`src/rtl/lin_slave_frame_receiver_assert.svh`:
```
// Assertion macros shared by the frame receiver modules.
`ifndef LIN_SLAVE_FRAME_RECEIVER_ASSERT_SVH
`define LIN_SLAVE_FRAME_RECEIVER_ASSERT_SVH

// Same-cycle implication, off during reset.
`define LINRX_ASSERT_IMP(lbl, clk, rst_n, ante, cons) \
    lbl: assert property (@(posedge clk) disable iff (!rst_n) (ante) |-> (cons)) \
        else $error("linrx assertion failed");

// Next-cycle implication, off during reset.
`define LINRX_ASSERT_NEXT(lbl, clk, rst_n, ante, cons) \
    lbl: assert property (@(posedge clk) disable iff (!rst_n) (ante) |=> (cons)) \
        else $error("linrx assertion failed");

`endif

```
`src/rtl/linrx_pkg.sv`:
```
// ----------------------------------------------------------------------------
// linrx_pkg
// Types and constants shared by the LIN slave frame receiver.
// ----------------------------------------------------------------------------
package linrx_pkg;

    localparam int FRAME_BYTES_DEF = 8;
    localparam int FRAME_BYTES_MAX = 8;
    localparam int PADDR_W         = 4;
    localparam int PDATA_W         = 32;

    localparam logic [5:0] RX_ID_RST = 6'h17;
    localparam logic [5:0] TX_ID_RST = 6'h18;
    localparam logic [7:0] SEED_RST  = 8'h97;

    localparam logic [1:0] REG_RX_ID = 2'd0;
    localparam logic [1:0] REG_TX_ID = 2'd1;
    localparam logic [1:0] REG_SEED  = 2'd2;

    localparam logic [2:0] ST_IGNORED   = 3'd0;
    localparam logic [2:0] ST_RX_MATCH  = 3'd1;
    localparam logic [2:0] ST_TX_MATCH  = 3'd2;
    localparam logic [2:0] ST_NO_MATCH  = 3'd3;
    localparam logic [2:0] ST_DATA      = 3'd4;
    localparam logic [2:0] ST_FRAME_OK  = 3'd5;
    localparam logic [2:0] ST_FRAME_BAD = 3'd6;

    typedef struct packed {
        logic [7:0] bus_byte;
        logic       after_break;
    } in_item_t;

    typedef struct packed {
        logic [2:0]                     status;
        logic [8*FRAME_BYTES_MAX-1:0]   frame_data;
        logic                           checksum_ok;
    } out_item_t;

    typedef struct packed {
        logic [5:0] rx_id;
        logic [5:0] tx_id;
        logic [7:0] seed;
    } cfg_t;

endpackage

```
`src/rtl/linrx_cfg.sv`:
```
// ----------------------------------------------------------------------------
// linrx_cfg
// APB register file: receive ID, transmit ID and checksum seed.
// ----------------------------------------------------------------------------
module linrx_cfg
    import linrx_pkg::*;
(
    input  logic               clk,
    input  logic               rst_n,
    input  logic               psel,
    input  logic               penable,
    input  logic               pwrite,
    input  logic [PADDR_W-1:0] paddr,
    input  logic [PDATA_W-1:0] pwdata,
    output logic [PDATA_W-1:0] prdata,
    output logic               pready,
    output cfg_t               cfg
);

    logic [5:0] rx_id_reg;
    logic [5:0] tx_id_reg;
    logic [7:0] seed_reg;
    logic       wr_en;
    logic [1:0] idx;

    assign pready = 1'b1;
    assign wr_en  = psel && penable && pwrite;
    assign idx    = paddr[3:2];

    always_ff @(posedge clk or negedge rst_n)
    begin
        if (!rst_n)
        begin
            rx_id_reg <= RX_ID_RST;
            tx_id_reg <= TX_ID_RST;
            seed_reg  <= SEED_RST;
        end
        else if (wr_en)
        begin
            unique case (idx)
                REG_RX_ID: rx_id_reg <= pwdata[5:0];
                REG_TX_ID: tx_id_reg <= pwdata[5:0];
                REG_SEED:  seed_reg  <= pwdata[7:0];
                default:   ;
            endcase
        end
    end

    always_comb
    begin
        unique case (idx)
            REG_RX_ID: prdata = {{(PDATA_W-6){1'b0}}, rx_id_reg};
            REG_TX_ID: prdata = {{(PDATA_W-6){1'b0}}, tx_id_reg};
            REG_SEED:  prdata = {{(PDATA_W-8){1'b0}}, seed_reg};
            default:   prdata = '0;
        endcase
    end

    assign cfg.rx_id = rx_id_reg;
    assign cfg.tx_id = tx_id_reg;
    assign cfg.seed  = seed_reg;

endmodule

```
`src/rtl/linrx_core.sv`:
```
// ----------------------------------------------------------------------------
// linrx_core
// Frame state, data store, running sum and checksum check; one byte a cycle on accept.
// ----------------------------------------------------------------------------
`include "lin_slave_frame_receiver_assert.svh"

module linrx_core
    import linrx_pkg::*;
#(
    parameter int FRAME_BYTES = FRAME_BYTES_DEF
)
(
    input  logic      clk,
    input  logic      rst_n,
    input  cfg_t      cfg,
    input  logic      accept,
    input  in_item_t  item,
    output out_item_t result
);

    localparam int CNT_W = (FRAME_BYTES > 1) ? $clog2(FRAME_BYTES) : 1;
    localparam logic [CNT_W-1:0] CNT_LAST = CNT_W'(FRAME_BYTES - 1);

    localparam logic [2:0] PH_AWAIT_ID = 3'd0;
    localparam logic [2:0] PH_RX_DATA  = 3'd1;
    localparam logic [2:0] PH_TX       = 3'd2;
    localparam logic [2:0] PH_RX_CSUM  = 3'd3;
    localparam logic [2:0] PH_DONE     = 3'd4;

    logic [2:0]       phase_reg, phase_next;
    logic [CNT_W-1:0] cnt_reg, cnt_next;
    logic [7:0]       sum_reg, sum_next;
    logic [7:0]       store_reg [FRAME_BYTES];
    logic             store_we;
    logic [5:0]       id;
    logic [7:0]       csum_exp;
    logic             csum_ok;
    logic [8*FRAME_BYTES_MAX-1:0] frame;

    assign id       = item.bus_byte[5:0];
    assign csum_exp = ~(cfg.seed + sum_reg);
    assign csum_ok  = (item.bus_byte == csum_exp)
                   || ({1'b0, item.bus_byte} + 9'd1 == {1'b0, csum_exp});

    always_comb
    begin
        frame = '0;
        for (int k = 0; k < FRAME_BYTES; k++)
        begin
            frame[8*k +: 8] = store_reg[k];
        end
    end

    always_comb
    begin
        phase_next = phase_reg;
        cnt_next   = cnt_reg;
        sum_next   = sum_reg;
        store_we   = 1'b0;
        result     = '0;
        if (item.after_break || phase_reg == PH_AWAIT_ID)
        begin
            cnt_next = '0;
            sum_next = '0;
            priority if (id == cfg.tx_id)
            begin
                phase_next    = PH_TX;
                result.status = ST_TX_MATCH;
            end
            else if (id == cfg.rx_id)
            begin
                phase_next    = PH_RX_DATA;
                result.status = ST_RX_MATCH;
            end
            else
            begin
                phase_next    = PH_AWAIT_ID;
                result.status = ST_NO_MATCH;
            end
        end
        else
        begin
            unique case (phase_reg)
                PH_RX_DATA:
                begin
                    store_we      = 1'b1;
                    sum_next      = sum_reg + item.bus_byte;
                    result.status = ST_DATA;
                    if (cnt_reg == CNT_LAST)
                    begin
                        cnt_next   = '0;
                        phase_next = PH_RX_CSUM;
                    end
                    else
                    begin
                        cnt_next = cnt_reg + CNT_W'(1);
                    end
                end
                PH_RX_CSUM:
                begin
                    phase_next         = PH_DONE;
                    result.status      = csum_ok ? ST_FRAME_OK : ST_FRAME_BAD;
                    result.frame_data  = frame;
                    result.checksum_ok = csum_ok;
                end
                default:
                begin
                    result.status = ST_IGNORED;
                end
            endcase
        end
    end

    always_ff @(posedge clk or negedge rst_n)
    begin
        if (!rst_n)
        begin
            phase_reg <= PH_AWAIT_ID;
            cnt_reg   <= '0;
            sum_reg   <= '0;
        end
        else if (accept)
        begin
            phase_reg <= phase_next;
            cnt_reg   <= cnt_next;
            sum_reg   <= sum_next;
        end
    end

    always_ff @(posedge clk)
    begin
        if (accept && store_we)
        begin
            store_reg[cnt_reg] <= item.bus_byte;
        end
    end

    `LINRX_ASSERT_NEXT(a_break_restarts, clk, rst_n, accept && item.after_break, cnt_reg == '0 && sum_reg == '0)
    `LINRX_ASSERT_IMP(a_cnt_only_in_data, clk, rst_n, phase_reg != PH_RX_DATA, cnt_reg == '0)

endmodule

```
`src/rtl/linrx_outq.sv`:
```
// ----------------------------------------------------------------------------
// linrx_outq
// Two-entry result queue between the core and the result channel.
// ----------------------------------------------------------------------------
`include "lin_slave_frame_receiver_assert.svh"

module linrx_outq
    import linrx_pkg::*;
(
    input  logic      clk,
    input  logic      rst_n,
    input  logic      push,
    input  out_item_t push_item,
    output logic      full,
    output logic      valid,
    input  logic      stall,
    output out_item_t item
);

    out_item_t  q_reg [2];
    logic       rd_ptr_reg;
    logic       wr_ptr_reg;
    logic [1:0] count_reg;
    logic       pop;

    assign full  = (count_reg == 2'd2);
    assign valid = (count_reg != 2'd0);
    assign pop   = valid && !stall;
    assign item  = q_reg[rd_ptr_reg];

    always_ff @(posedge clk or negedge rst_n)
    begin
        if (!rst_n)
        begin
            rd_ptr_reg <= 1'b0;
            wr_ptr_reg <= 1'b0;
            count_reg  <= 2'd0;
        end
        else
        begin
            if (push)
            begin
                wr_ptr_reg <= ~wr_ptr_reg;
            end
            if (pop)
            begin
                rd_ptr_reg <= ~rd_ptr_reg;
            end
            if (push && !pop)
            begin
                count_reg <= count_reg + 2'd1;
            end
            else if (pop && !push)
            begin
                count_reg <= count_reg - 2'd1;
            end
        end
    end

    always_ff @(posedge clk)
    begin
        if (push)
        begin
            q_reg[wr_ptr_reg] <= push_item;
        end
    end

    `LINRX_ASSERT_IMP(a_no_push_when_full, clk, rst_n, push, count_reg != 2'd2)
    `LINRX_ASSERT_NEXT(a_count_up, clk, rst_n, push && !pop, count_reg == $past(count_reg) + 2'd1)

endmodule

```
`src/rtl/lin_slave_frame_receiver.sv`:
```
// ----------------------------------------------------------------------------
// lin_slave_frame_receiver
// Receive side of a LIN slave with a seeded checksum check.
// ----------------------------------------------------------------------------
// Usage:
//   Byte channel (byte_valid/byte_stall/byte_item): one bus byte per
//   transaction, with after_break marking the identifier byte.
//   Result channel (result_valid/result_stall/result_item): exactly one
//   result per byte, in order: status, frame_data and checksum_ok.
//   APB port: rx_frame_id at 0x0, tx_frame_id at 0x4, checksum_seed at 0x8.
//   Latency: if no result waits, a result is offered the cycle after its byte.
//   Throughput: one byte per cycle while byte_stall is low; frame state,
//   running sum and check act combinationally between byte channel and queue.
//   The result queue holds two entries; byte_stall rises only when both
//   are filled, so a stalled result channel backs up after two bytes.
//   Reset: frame state returns to awaiting identifier, the result queue
//   empties and the registers take their default values. The data store
//   is not cleared; each frame writes it before it is read.
// ----------------------------------------------------------------------------
module lin_slave_frame_receiver
    import linrx_pkg::*;
#(
    parameter int FRAME_BYTES = FRAME_BYTES_DEF
)
(
    input  logic               clk,
    input  logic               rst_n,
    input  logic               byte_valid,
    output logic               byte_stall,
    input  in_item_t           byte_item,
    output logic               result_valid,
    input  logic               result_stall,
    output out_item_t          result_item,
    input  logic               psel,
    input  logic               penable,
    input  logic               pwrite,
    input  logic [PADDR_W-1:0] paddr,
    input  logic [PDATA_W-1:0] pwdata,
    output logic [PDATA_W-1:0] prdata,
    output logic               pready
);

    cfg_t      cfg;
    out_item_t core_result;
    logic      accept;
    logic      q_full;

    assign byte_stall = q_full;
    assign accept     = byte_valid && !q_full;

    linrx_cfg u_cfg (
        .clk     (clk),
        .rst_n   (rst_n),
        .psel    (psel),
        .penable (penable),
        .pwrite  (pwrite),
        .paddr   (paddr),
        .pwdata  (pwdata),
        .prdata  (prdata),
        .pready  (pready),
        .cfg     (cfg)
    );

    linrx_core #(
        .FRAME_BYTES (FRAME_BYTES)
    ) u_core (
        .clk    (clk),
        .rst_n  (rst_n),
        .cfg    (cfg),
        .accept (accept),
        .item   (byte_item),
        .result (core_result)
    );

    linrx_outq u_outq (
        .clk       (clk),
        .rst_n     (rst_n),
        .push      (accept),
        .push_item (core_result),
        .full      (q_full),
        .valid     (result_valid),
        .stall     (result_stall),
        .item      (result_item)
    );

endmodule

```
`config.mk`:
```
export PLATFORM = sky130hd
export DESIGN_NAME = lin_slave_frame_receiver
export DESIGN_NICKNAME = d
export VERILOG_FILES = /design/src/rtl/linrx_pkg.sv /design/src/rtl/linrx_cfg.sv /design/src/rtl/linrx_core.sv /design/src/rtl/linrx_outq.sv /design/src/rtl/lin_slave_frame_receiver.sv
export VERILOG_INCLUDE_DIRS = /design/src /design/src/rtl
export SDC_FILE = /design/constraint.sdc
export NUM_CORES = 1
export LEC_CHECK = 0
export ABC_CLOCK_PERIOD_IN_PS = 6890
export BUFFER_PORTS_ARGS = -buffer_cell sky130_fd_sc_hd__buf_2
export CAP_MARGIN = 20
export CORE_ASPECT_RATIO = 0.75
export CORE_MARGIN = 2
export CORE_UTILIZATION = 35
export CTS_BUF_LIST = sky130_fd_sc_hd__clkbuf_2
export DETAILED_ROUTE_END_ITERATION = 8
export SLEW_MARGIN = 10
export SYNTH_ARGS = -nofsm -noshare
export SYNTH_HDL_FRONTEND = slang
export SYNTH_SLANG_ARGS = --single-unit
```
`constraint.sdc`:
```
create_clock -name clk -period 6.89 [get_ports clk]
set_clock_uncertainty 0.05 [all_clocks]
set_input_delay 0 -clock clk [delete_from_list [all_inputs] [get_ports clk]]
set_output_delay 0 -clock clk [all_outputs]
set_load 0.005 [all_outputs]
```
# Word-level counts from Yosys, hierarchy flattened
# Memories as Yosys holds them, arrays and structs flattened.
# Index checks and enable logic that the tools add are counted.
word_totals:
  register_bits: 38
  ramBits: 200
  in_bits: 52
  output_inout_bits: 103
  wordCells: 81
  n_memories: 2
mem_list:
  columns: ["name", "words", "width", "read_ports", "rd_ports_with_merged_regs", "write_ports", "line_no", "rtl"]
  rows:
  - ["u_outq.q_reg", 2, 68, 1, 0, 1, "linrx_outq.sv:20", "out_item_t q_reg [2];"]
  - ["u_core.store_reg", 8, 8, 8, 0, 1, "linrx_core.sv:33", "logic [7:0] store_reg [FRAME_BYTES];"]
classes:
  n_addsub: 6
  n_eq_ne: 11
  muxes: 26
  bitwise: 3
  reduce_logical: 24
op_table:
  columns: ["op", "count"]
  rows:
  - ["$mux W65", 2]
  - ["$mux W3", 8]
  - ["$pmux W8 S3", 1]
  - ["$add A8 B8 Y8", 2]
  - ["$mux W8", 2]
  - ["$eq A6 B6 Y1", 2]
  - ["$pmux W3 S2", 2]
  - ["$add A8 B1 Y9 const B", 1]
  - ["$eq A9 B8 Y1", 1]
  - ["$eq A8 B8 Y1", 1]
  - ["$mux W2", 4]
  - ["$not A8 Y8", 1]
  - ["$reduce_and A2 Y1", 4]
  - ["$logic_and A1 B1 Y1", 7]
  - ["$mux W1", 7]
  - ["$reduce_bool A2 Y1", 3]
  - ["$eq A2 B2 Y1 const B", 2]
  - ["$logic_not A1 Y1", 4]
  - ["$add A3 B1 Y3 const B", 1]
  - ["$eq A3 B1 Y1 const B", 1]
  - ["$eq A3 B2 Y1 const B", 1]
  - ["$eq A3 B3 Y1 const B", 1]
  - ["$logic_not A3 Y1", 1]
  - ["$ne A3 B1 Y1 const B", 1]
  - ["other kinds (8)", 10]

# Depth between registers and ports, before layout
# Gate-level depths: netlist of the first run.
logic_depth:
  depth_word: 7
  depth_mapped: 8
  ltp_nobuf: 8

# Modules after synthesis
# From an unflattened synthesis of the first run, not the netlist that was laid out.
unflattened:
  hier_cells: 669
  area_unflattened_um2: 10390.0
by_module_without_submodules:
  columns: ["mod", "instances", "cells_per_inst", "area_per_inst_um2", "seq_area_each_um2"]
  rows:
  - ["linrx_outq", 1, 228, 5141.2, 4184.0]
  - ["linrx_core", 1, 345, 4077.7, 2272.2]
  - ["linrx_cfg", 1, 95, 1157.4, 514.2]
  - ["lin_slave_frame_receiver", 1, 1, 13.8, 0.0]

# Worst setup path before layout of the first run
# No wires, ideal clock.
synth_path:
  kind: "flip-flop to flip-flop"
  from: "register u_outq.count_reg[0]"
  to: "memory u_outq.q_reg[0][0] (netlist bit), enable pin"
  setup_ns: 0.495
  arrival_ns: 3.479
  required_time_ns: 6.345
  path_slack_ns: 2.867
  path_stages_with_launch: 4
  path_buffers: 0
  synth_period_minus_slack_ns: 4.023
  path_cell_list: "dfrtp_1 > nand2b_1 > nand2_1 > nor2_1"
synth_between:
  elab_chain_len: 5
synth_rtl:
  columns: ["item", "line_no", "rtl"]
  rows:
  - ["from (decl)", "linrx_outq.sv:23", "logic [1:0] count_reg;"]
  - ["from (signal assigned)", "linrx_outq.sv:51", "count_reg <= count_reg + 2'd1;"]
  - ["from (signal assigned)", "linrx_outq.sv:55", "count_reg <= count_reg - 2'd1;"]
  - ["$eq A2 B2 Y1", "linrx_outq.sv:26", "assign full = (count_reg == 2'd2);"]
  - ["$logic_not A1 Y1", "lin_slave_frame_receiver.sv:49", "assign accept = byte_valid && !q_full;"]
  - ["$logic_and A1 B1 Y1", "lin_slave_frame_receiver.sv:49", null]
  - ["$mux W1", "linrx_outq.sv:62", "if (push)"]
  - ["$mux W1 (implied by the code)", "linrx_outq.sv:64", "q_reg[wr_ptr_reg] <= push_item;"]
  - ["to (decl)", "linrx_outq.sv:20", null]
# No other way between the ends.

==> run summary, run 1 <==
Rows = 54
Bufs on Longest Clock Path = 3
total of warnings raised by yosys = 0
first-pass GRT wire length = 34.7 mm
Post-Syn Area per Cell = 15.5 um2
DRC violation count after routing = 0
period utilization = 0.431
max FFs per register = 136
Cells after Synth = 661
WS Path Type = reg2reg
RSZ-0062 raised after global routing = false
Die Y-Extent = 152 um
CTS tree = yes
minimum clock period = 2970 ps
DR WL met2 = 10.5 mm
CTS buffer count = 58
drt initial violations = 366
depth of the worst register-to-register path = 8
Vias/cell = 4.63
Worst path top cell family by delay = compound AO/OA/AOI/OAI gates
Leak Pwr = 4.98 nW
CP Launch Type = flop
Total GRT Usage = 0.148
reg2reg start = u_core.sum_reg[0]
Reg2Reg Setup Slack = 3920 ps
Crit path required time = 7430 ps
Final Non-Filler Cells = 1283
Final nets = 921
First-pass DRT Iterations = 7
grt ovf = 0
critical path's largest stage delay = 430 ps
outcome = complete, no violations
most common cell after layout, fill and taps aside = edfxtp_1
share of cells above drive strength 1 = 0.361
min-delay worst type = in2reg
Most used DFF post-synth = edfxtp_1
Max Freq = 0.337 GHz
post-route ant nets = 0
worst slack at placement = 3920 ps
Clock Sinks = 238
drt wl/cell = 17.6 um
antenna violations before repair = 2
Synth async-reset ratio = 0.160
area of the multi-input gates = 3050 um2
Slew @ Worst Pin = 1110 ps
Area Growth Syn to Fin = 18.5%
CP Max Fanout = 3
WP depth = 8
vias in the first global route = 6089
Via Count = 5935
Final HPWL DP = 13.1 mm
slowest CP cell = dfrtp_1
Placer Congestion = 0.793
CORE AREA = 28900 um2
Post-Syn Area = 10200 um2
flops & latches, synth = 238
final hold violations = 0
Post-CTS Setup Repair Bufs = 0
clock latency on the worst-skew pair = 850 ps
# Max-Cap Violations = 0
clock-pin transition on the worst setup and hold timing paths = 110 ps
H-tree levels = 2
# setup viols final = 0
synth unique cells = 55
Worst VDD drop = 150 uV
Final WS setup = 3920 ps
placed instance count = 1132
Worst EP arrival = 3510 ps
last element of the critical path = u_outq.q_reg[1][66]
most frequent cells in the layout = 200 x edfxtp_1, 103 x buf_2, 89 x mux2_2
Buf/Inv on CP = 0
FF+latch area = 6970 um2
DIE AREA = 30700 um2
met3 wire length = 1.32 mm
Die X = 202 um
Seq/Total Area, Yosys = 0.680
CP Capture Type = flop
I/O Buffers = 103
Setup TNS = 0 ps
Fillers = 2772
Power Density = 327 nW/um2
critical path startpoint = u_core.sum_reg[0]
I/O Pins = 155
largest net degree at the start of global routing = 72
initial core utilization = 0.354
cts repair resizes = 0
Clock Tree Root = clkbuf_2
Slew HR = 0.256
Final Routed Wirelength = 22.6 mm
Reg-to-Reg End = u_outq.q_reg[1][66]
EDFF count, synth = 200
Final Slew Violations = 0
CP cell instances = ha_1 -> fa_1 -> a21o_1 -> a21oi_1 -> xor3_1 -> nor4_2 -> nand4_1 -> a31o_1
M1 wire length = 10.4 mm
DR top layer = met5
-- through the flow --
stage                util  cell area, um2  hold WS, ps  power (mW)
finish              0.420           12100          144        3.97
global placement    0.385           11100          136        3.09
global route        0.420           12100         24.1        4.22
CTS                 0.419           12100         29.1        4.04
floorplan               -           10300         -346        2.68
detailed placement  0.385           11100          139        3.10
-- cells in the mapped netlist, drive strengths merged (2+ instances only) --
master    n  area [um2]
nand2    25        93.8
o21ai    18        90.1
a21oi    10        53.8
nand4     3        18.8
nor3b     3        27.5
mux2i     6        60.1
nor4      5        37.5
or3       3        23.8
xor3      2        48.8
edfxtp  200        6010
buf      35         230
o211ai    2        15.0
dfstp    11         289
mux2     89        1000
a211o     2        17.5
or2       3        18.8
ha       18         225
conb      2        7.51
a22o      5        43.8
nor3      8        45.0
a21o      4        30.0
xnor3     2        45.0
inv       8        30.0
xor2     16         140
clkbuf   21        80.1
dfrtp    27         676
nand2b    3        18.8
and2      2        12.5
nor2     18        67.6
nor4b     2        17.5
fa        2        40.0
xnor2    20         175
and3     67         419
nand3     8        40.0
-- what timing repair did --
action / CTS / global route
endpoints found under the hold margin: 244 / 0
hold buffers: 47 / 0
setup endpoints to repair: 0 / 0
-- report_power, final --
part	switching [mW]	internal, mW
registers	0.0985	1.85
clock network	0.551	0.329
logic	0.606	0.532
total	1.26	2.71
-- layout make-up --
cell class / count / area share
antenna: 1 / 0.000206
tap: 392 / 0.0404
clock inverter: 17 / 0.00629
inverter: 8 / 0.00247
clock buffer: 84 / 0.0346
sequential: 238 / 0.574
timing repair buffer: 161 / 0.0899
multi-input combinational: 382 / 0.252
-- worst min path at each step --
stage	startpoint	end	slack (ps)	depth (start not counted)
finish	byte_item[1]	u_core.store_reg[3][0]	140	2
CTS	byte_item[5]	u_core.store_reg[3][4]	30	2
floorplan	rst_n	u_cfg.rx_id_reg[3]	-350	0
detailed placement	rst_n	u_cfg.seed_reg[3]	140	1
global route	byte_item[5]	u_core.store_reg[0][4]	20	2
global placement	rst_n	u_cfg.rx_id_reg[3]	140	1
-- worst register-to-register path: stages (launching register included) --
cell and delay, ps:
dfrtp_1 430, ha_1 230, fa_1 420, a21o_1 200, a21oi_1 330, xor3_1 430, nor4_2 220, nand4_1 150
a31o_1 250
-- layer usage --
metal  vias up  GRT usage
met1      2900      0.201
met3        34     0.0406
met4         2     0.0434
met2       151      0.234
li1       2848          -
met5         -          0
-- cell families (layout without fill, tap and decap cells) --
logic type / count (synthesis) / in the layout / share of synthesized area
flops: 238 / 238 / 0.680
simple gates: 151 / 151 / 0.0827
mux: 95 / 95 / 0.104
buf+inv: 64 / 270 / 0.0332
compound gates: 51 / 51 / 0.0335
xor+xnor: 40 / 40 / 0.0399
fa+ha+maj: 20 / 20 / 0.0259
other cells: 2 / 26 / 0.000733
Note: power is estimated with default switching activity, not from simulation.
==> inputs of run 2 (changes only) <==
--- a/config.mk
+++ b/config.mk
@@ -6,7 +6,7 @@
 export SDC_FILE = /design/constraint.sdc
 export NUM_CORES = 1
 export LEC_CHECK = 0
-export ABC_CLOCK_PERIOD_IN_PS = 6890
+export ABC_CLOCK_PERIOD_IN_PS = 2650
 export BUFFER_PORTS_ARGS = -buffer_cell sky130_fd_sc_hd__buf_2
 export CAP_MARGIN = 20
 export CORE_ASPECT_RATIO = 0.75
==> constraint.sdc (replaced) <==
create_clock -name clk -period 2.65 [get_ports clk]
set_clock_uncertainty 0.05 [all_clocks]
set_input_delay 0 -clock clk [delete_from_list [all_inputs] [get_ports clk]]
set_output_delay 0 -clock clk [all_outputs]
set_load 0.005 [all_outputs]
==> run 2 against run 1 <==
- maximum frequency is 17% higher
- non-clock buffer count grew 27
- register-to-register slack got worse by 3800 ps
- count of clock-buffer cells in the layout rose by 2
- hold slack improved by 1.6 ps
- critical endpoint is now u_outq.q_reg[1][0]
- largest power group unchanged
- highest routed layer is now met4
==> run summary, run 2 (synthesized netlist as in run 1, its figures left out) <==
first-pass GRT wire length = 35.5 mm
most common cell after layout, fill and taps aside = edfxtp_1
grt ovf = 0
# setup viols final = 0
Worst VDD drop = 375 uV
post-route ant nets = 0
final hold violations = 0
RSZ-0062 raised after global routing = false
Die X = 202 um
Vias/cell = 4.68
minimum clock period = 2540 ps
vias in the first global route = 6201
antenna violations before repair = 1
CTS tree = yes
Worst path top cell family by delay = compound AO/OA/AOI/OAI gates
Placer Congestion = 0.801
Power Density = 845 nW/um2
share of cells above drive strength 1 = 0.388
outcome = complete, no violations
period utilization = 0.959
CORE AREA = 28900 um2
First-pass DRT Iterations = 5
critical path's largest stage delay = 550 ps
Slew HR = 0.484
Final Routed Wirelength = 23.2 mm
Die Y-Extent = 152 um
Final Power = 10.5 mW
depth of the worst register-to-register path = 8
most frequent cells in the layout = 200 x edfxtp_1, 103 x buf_2, 89 x mux2_2
DRC violation count after routing = 0
CP Capture Type = flop
clock-pin transition on the worst setup and hold timing paths = 100 ps
critical path startpoint = u_cfg.seed_reg[2]
drt wl/cell = 17.8 um
Clock Tree Root = clkbuf_2
Final Slew Violations = 0
drt initial violations = 318
Worst EP arrival = 3070 ps
WS Path Type = reg2reg
CTS buffer count = 55
Buf/Inv on CP = 1
Final nets = 945
Crit path required time = 3180 ps
CP Launch Type = flop
Reg-to-Reg End = u_outq.q_reg[1][0]
Area Growth Syn to Fin = 20.9%
initial core utilization = 0.354
I/O Buffers = 103
Max Freq = 0.393 GHz
CP cell instances = ha_1 -> o211a_1 -> a211o_1 -> and3_1 -> or3_1 -> nand4_1 -> buf_4 -> a21oi_1
last element of the critical path = u_outq.q_reg[1][0]
Hold Slack = 146 ps
Slew @ Worst Pin = 770 ps
Bufs on Longest Clock Path = 3
DIE AREA = 30700 um2
min-delay worst type = in2reg
largest net degree at the start of global routing = 67
clock latency on the worst-skew pair = 850 ps
CP Max Fanout = 4
HP Start = byte_item[5]
Leak Pwr = 5.11 nW
reg2reg start = u_cfg.seed_reg[2]
I/O Pins = 155
Rows = 54
Total GRT Usage = 0.150
slowest CP cell = dfstp_2
max FFs per register = 136
Final HPWL DP = 13.9 mm
Clock Sinks = 238
Final Util = 0.428
Via Count = 6110
# Max-Cap Violations = 0
WP depth = 8
Reg2Reg Setup Slack = 110 ps
H-tree levels = 2
-- run 2: power breakdown --
group / leakage (nW) / switching [mW] / internal, mW
registers: 2.34 / 0.254 / 4.81
clock network: 0.379 / 1.42 / 0.864
logic: 2.39 / 1.63 / 1.49
total: 5.11 / 3.31 / 7.16
-- run 2: what timing repair did --
| item | CTS | global route |
|---|---|---|
| hold buffers | 50 | 0 |
| endpoints found under the setup margin | 6 | 4 |
| hold endpoints to repair | 299 | 0 |
| setup buffers | 0 | 1 |
| gates cloned | 0 | 0 |
| gates resized for setup | 2 | 7 |
| pin swaps | 5 | 10 |
-- run 2: how the worst min path moves through the flow --
stage | to | slack [ps] | cells past startpoint
finish | u_core.store_reg[3][4] | 150 | 3
global route | u_core.store_reg[3][4] | 70 | 3
CTS | u_core.store_reg[3][4] | 40 | 3
detailed placement | u_cfg.seed_reg[5] | 140 | 1
global placement | u_cfg.tx_id_reg[5] | 130 | 1
floorplan | u_cfg.rx_id_reg[3] | -350 | 0
-- run 2: worst min-delay path, delay by kind of cell --
kind	cells	cell delay [ps]
buf+inv	3	900
-- run 2: area by class of cell --
class / instances / area (um2)
inverter: 8 / 30.0
sequential: 238 / 6970
antenna: 2 / 5.00
clock buffer: 86 / 430
timing repair buffer: 188 / 1300
clock inverter: 10 / 58.8
multi-input combinational: 382 / 3100
fill: 2745 / 16500
tap: 392 / 490
-- run 2: routing by layer --
layer | up-vias | global-route usage | routed length, um
met5 | - | 0 | 0
met4 | 0 | 0.0455 | 374
met3 | 37 | 0.0329 | 1460
met2 | 172 | 0.236 | 10900
met1 | 3006 | 0.209 | 10500
li1 | 2895 | - | -
-- run 2: through the flow --
step                      cells  setup slack [ps]  setup TNS (ps)  instance area, um2
after floorplan             684              -251          -34070               10300
after global routing       1305              9.58               0               12400
after CTS                  1303              11.8               0               12300
final                      1306               108               0               12400
after detailed placement   1157              -147            -566               11300
after global placement     1157              -117            -379               11300
==> inputs of run 3 (changes only) <==
--- a/config.mk
+++ b/config.mk
@@ -11,7 +11,7 @@
 export CAP_MARGIN = 20
 export CORE_ASPECT_RATIO = 0.75
 export CORE_MARGIN = 2
-export CORE_UTILIZATION = 35
+export CORE_UTILIZATION = 40
 export CTS_BUF_LIST = sky130_fd_sc_hd__clkbuf_2
 export DETAILED_ROUTE_END_ITERATION = 8
 export SLEW_MARGIN = 10
==> run 3 against run 2 <==
- flip-flop and latch count unchanged
- critical path depth stayed put
- sequential power rose by 1%
- clock power up 5%
- count of clock-buffer cells in the layout unchanged
- largest cell class unchanged
==> run summary, run 3 (synthesized netlist as in run 1, its figures left out) <==
most frequent cells in the layout = 200 x edfxtp_1, 103 x buf_2, 89 x mux2_2
Worst VDD drop = 345 uV
Power Density = 862 nW/um2
drt wl/cell = 18.5 um
# setup viols final = 0
Slew @ Worst Pin = 1010 ps
most common cell after layout, fill and taps aside = edfxtp_1
Final HPWL DP = 14.3 mm
Area Growth Syn to Fin = 21.0%
max FFs per register = 136
WS Path Type = reg2reg
Leak Pwr = 5.13 nW
Reg2Reg Setup Slack = 60 ps
share of cells above drive strength 1 = 0.388
Rows = 50
first-pass GRT wire length = 35.8 mm
DRC violation count after routing = 0
Final Non-Filler Cells = 1254
initial core utilization = 0.408
Setup TNS = 0 ps
CP Launch Type = flop
critical path's largest stage delay = 430 ps
Max Freq = 0.387 GHz
Bufs on Longest Clock Path = 3
CP Max Fanout = 2
Final Slew Violations = 0
Final Routed Wirelength = 23.2 mm
last element of the critical path = u_outq.q_reg[1][66]
reg2reg start = u_core.sum_reg[0]
DIE AREA = 26900 um2
largest net degree at the start of global routing = 66
# Max-Cap Violations = 0
I/O Buffers = 103
Final Power = 10.7 mW
RSZ-0062 raised after global routing = true
Die Y-Extent = 143 um
period utilization = 0.976
CTS buffer count = 58
Slew HR = 0.320
depth of the worst register-to-register path = 8
CTS tree = yes
post-route ant nets = 0
CP cell instances = ha_4 -> fa_2 -> a21o_1 -> a21oi_2 -> xor3_1 -> nor4_2 -> nand4_1 -> a31o_1
Final nets = 941
minimum clock period = 2590 ps
Crit path required time = 3130 ps
WP depth = 8
Final Util = 0.494
Clock Tree Root = clkbuf_2
placed instance count = 1097
First-pass DRT Iterations = 6
Placer Congestion = 0.854
antenna violations before repair = 0
vias in the first global route = 6509
Worst path top cell family by delay = compound AO/OA/AOI/OAI gates
Reg-to-Reg End = u_outq.q_reg[1][66]
grt ovf = 0
clock-pin transition on the worst setup and hold timing paths = 110 ps
Vias/cell = 4.98
Die X = 189 um
critical path startpoint = u_core.sum_reg[0]
min-delay worst type = in2reg
Clock Sinks = 238
Via Count = 6242
CP Capture Type = flop
final hold violations = 0
H-tree levels = 2
Buf/Inv on CP = 0
Total GRT Usage = 0.172
outcome = complete, no violations
I/O Pins = 155
Worst EP arrival = 3070 ps
drt initial violations = 437
clock latency on the worst-skew pair = 820 ps
slowest CP cell = dfrtp_1
CORE AREA = 25100 um2
==> run 3: area by class of cell <==
type                       instances  area, um2
fill                            2197      12700
sequential                       238       6970
multi-input combinational        382       3130
timing repair buffer             181       1290
clock buffer                      86        430
tap                              338        423
clock inverter                    20        115
inverter                           8       30.0
antenna                            1       2.50
==> run 3: power by group <==
part	switching [mW]	internal, mW	total, mW
Sequential	0.321	4.80	5.13
Clock	1.43	0.980	2.41
Combinational	1.61	1.55	3.16
Total	3.36	7.33	10.7
==> run 3: per-layer routing <==
layer  part of all wire  track usage  vias up
li1                   -            -     2896
met2               0.46        0.272      228
met1               0.46        0.238     3079
met5                  0            0        -
met4              0.016       0.0543        0
met3              0.062       0.0397       39
==> run 3: metrics by stage <==
stage	hold WS [ps]	setup slack, ps	instance area, um2
4_1_cts	0.952	3.95	12300
5_1_grt	16.9	-20.5	12400
2_1_floorplan	-346	-251	10300
3_5_place_dp	131	-152	11300
3_3_place_gp	101	-129	11300
6_report	120	62.7	12400
==> run 3: worst min path at each step <==
stage / start / end / slack, ps / cells after the start
6_report: byte_item[8] / u_core.store_reg[7][7] / 120 / 2
5_1_grt: byte_item[8] / u_core.store_reg[7][7] / 20 / 2
4_1_cts: byte_item[2] / u_core.store_reg[6][1] / 1 / 2
3_5_place_dp: rst_n / u_cfg.seed_reg[6] / 130 / 1
3_3_place_gp: rst_n / u_cfg.seed_reg[6] / 100 / 1
2_1_floorplan: rst_n / u_cfg.rx_id_reg[3] / -350 / 0
==> run 3: worst register-to-register path, delay by kind of cell (launching register included) <==
family                     cells  cell delay, ps
and+or+nand+nor                2             390
adders and majority gates      2             560
DFF                            1             430
xor gates and xnor gates       1             300
AOI/OAI and AO/OA              3             610
==> run 3: what timing repair did <==
| item | CTS | global route |
|---|---|---|
| resized for setup | 4 | 12 |
| endpoints found under the setup margin | 10 | 6 |
| hold buffers | 47 | 0 |
| cloned | 0 | 0 |
| pin swaps | 8 | 6 |
| endpoints found under the hold margin | 212 | 0 |
| buffers inserted | 1 | 2 |
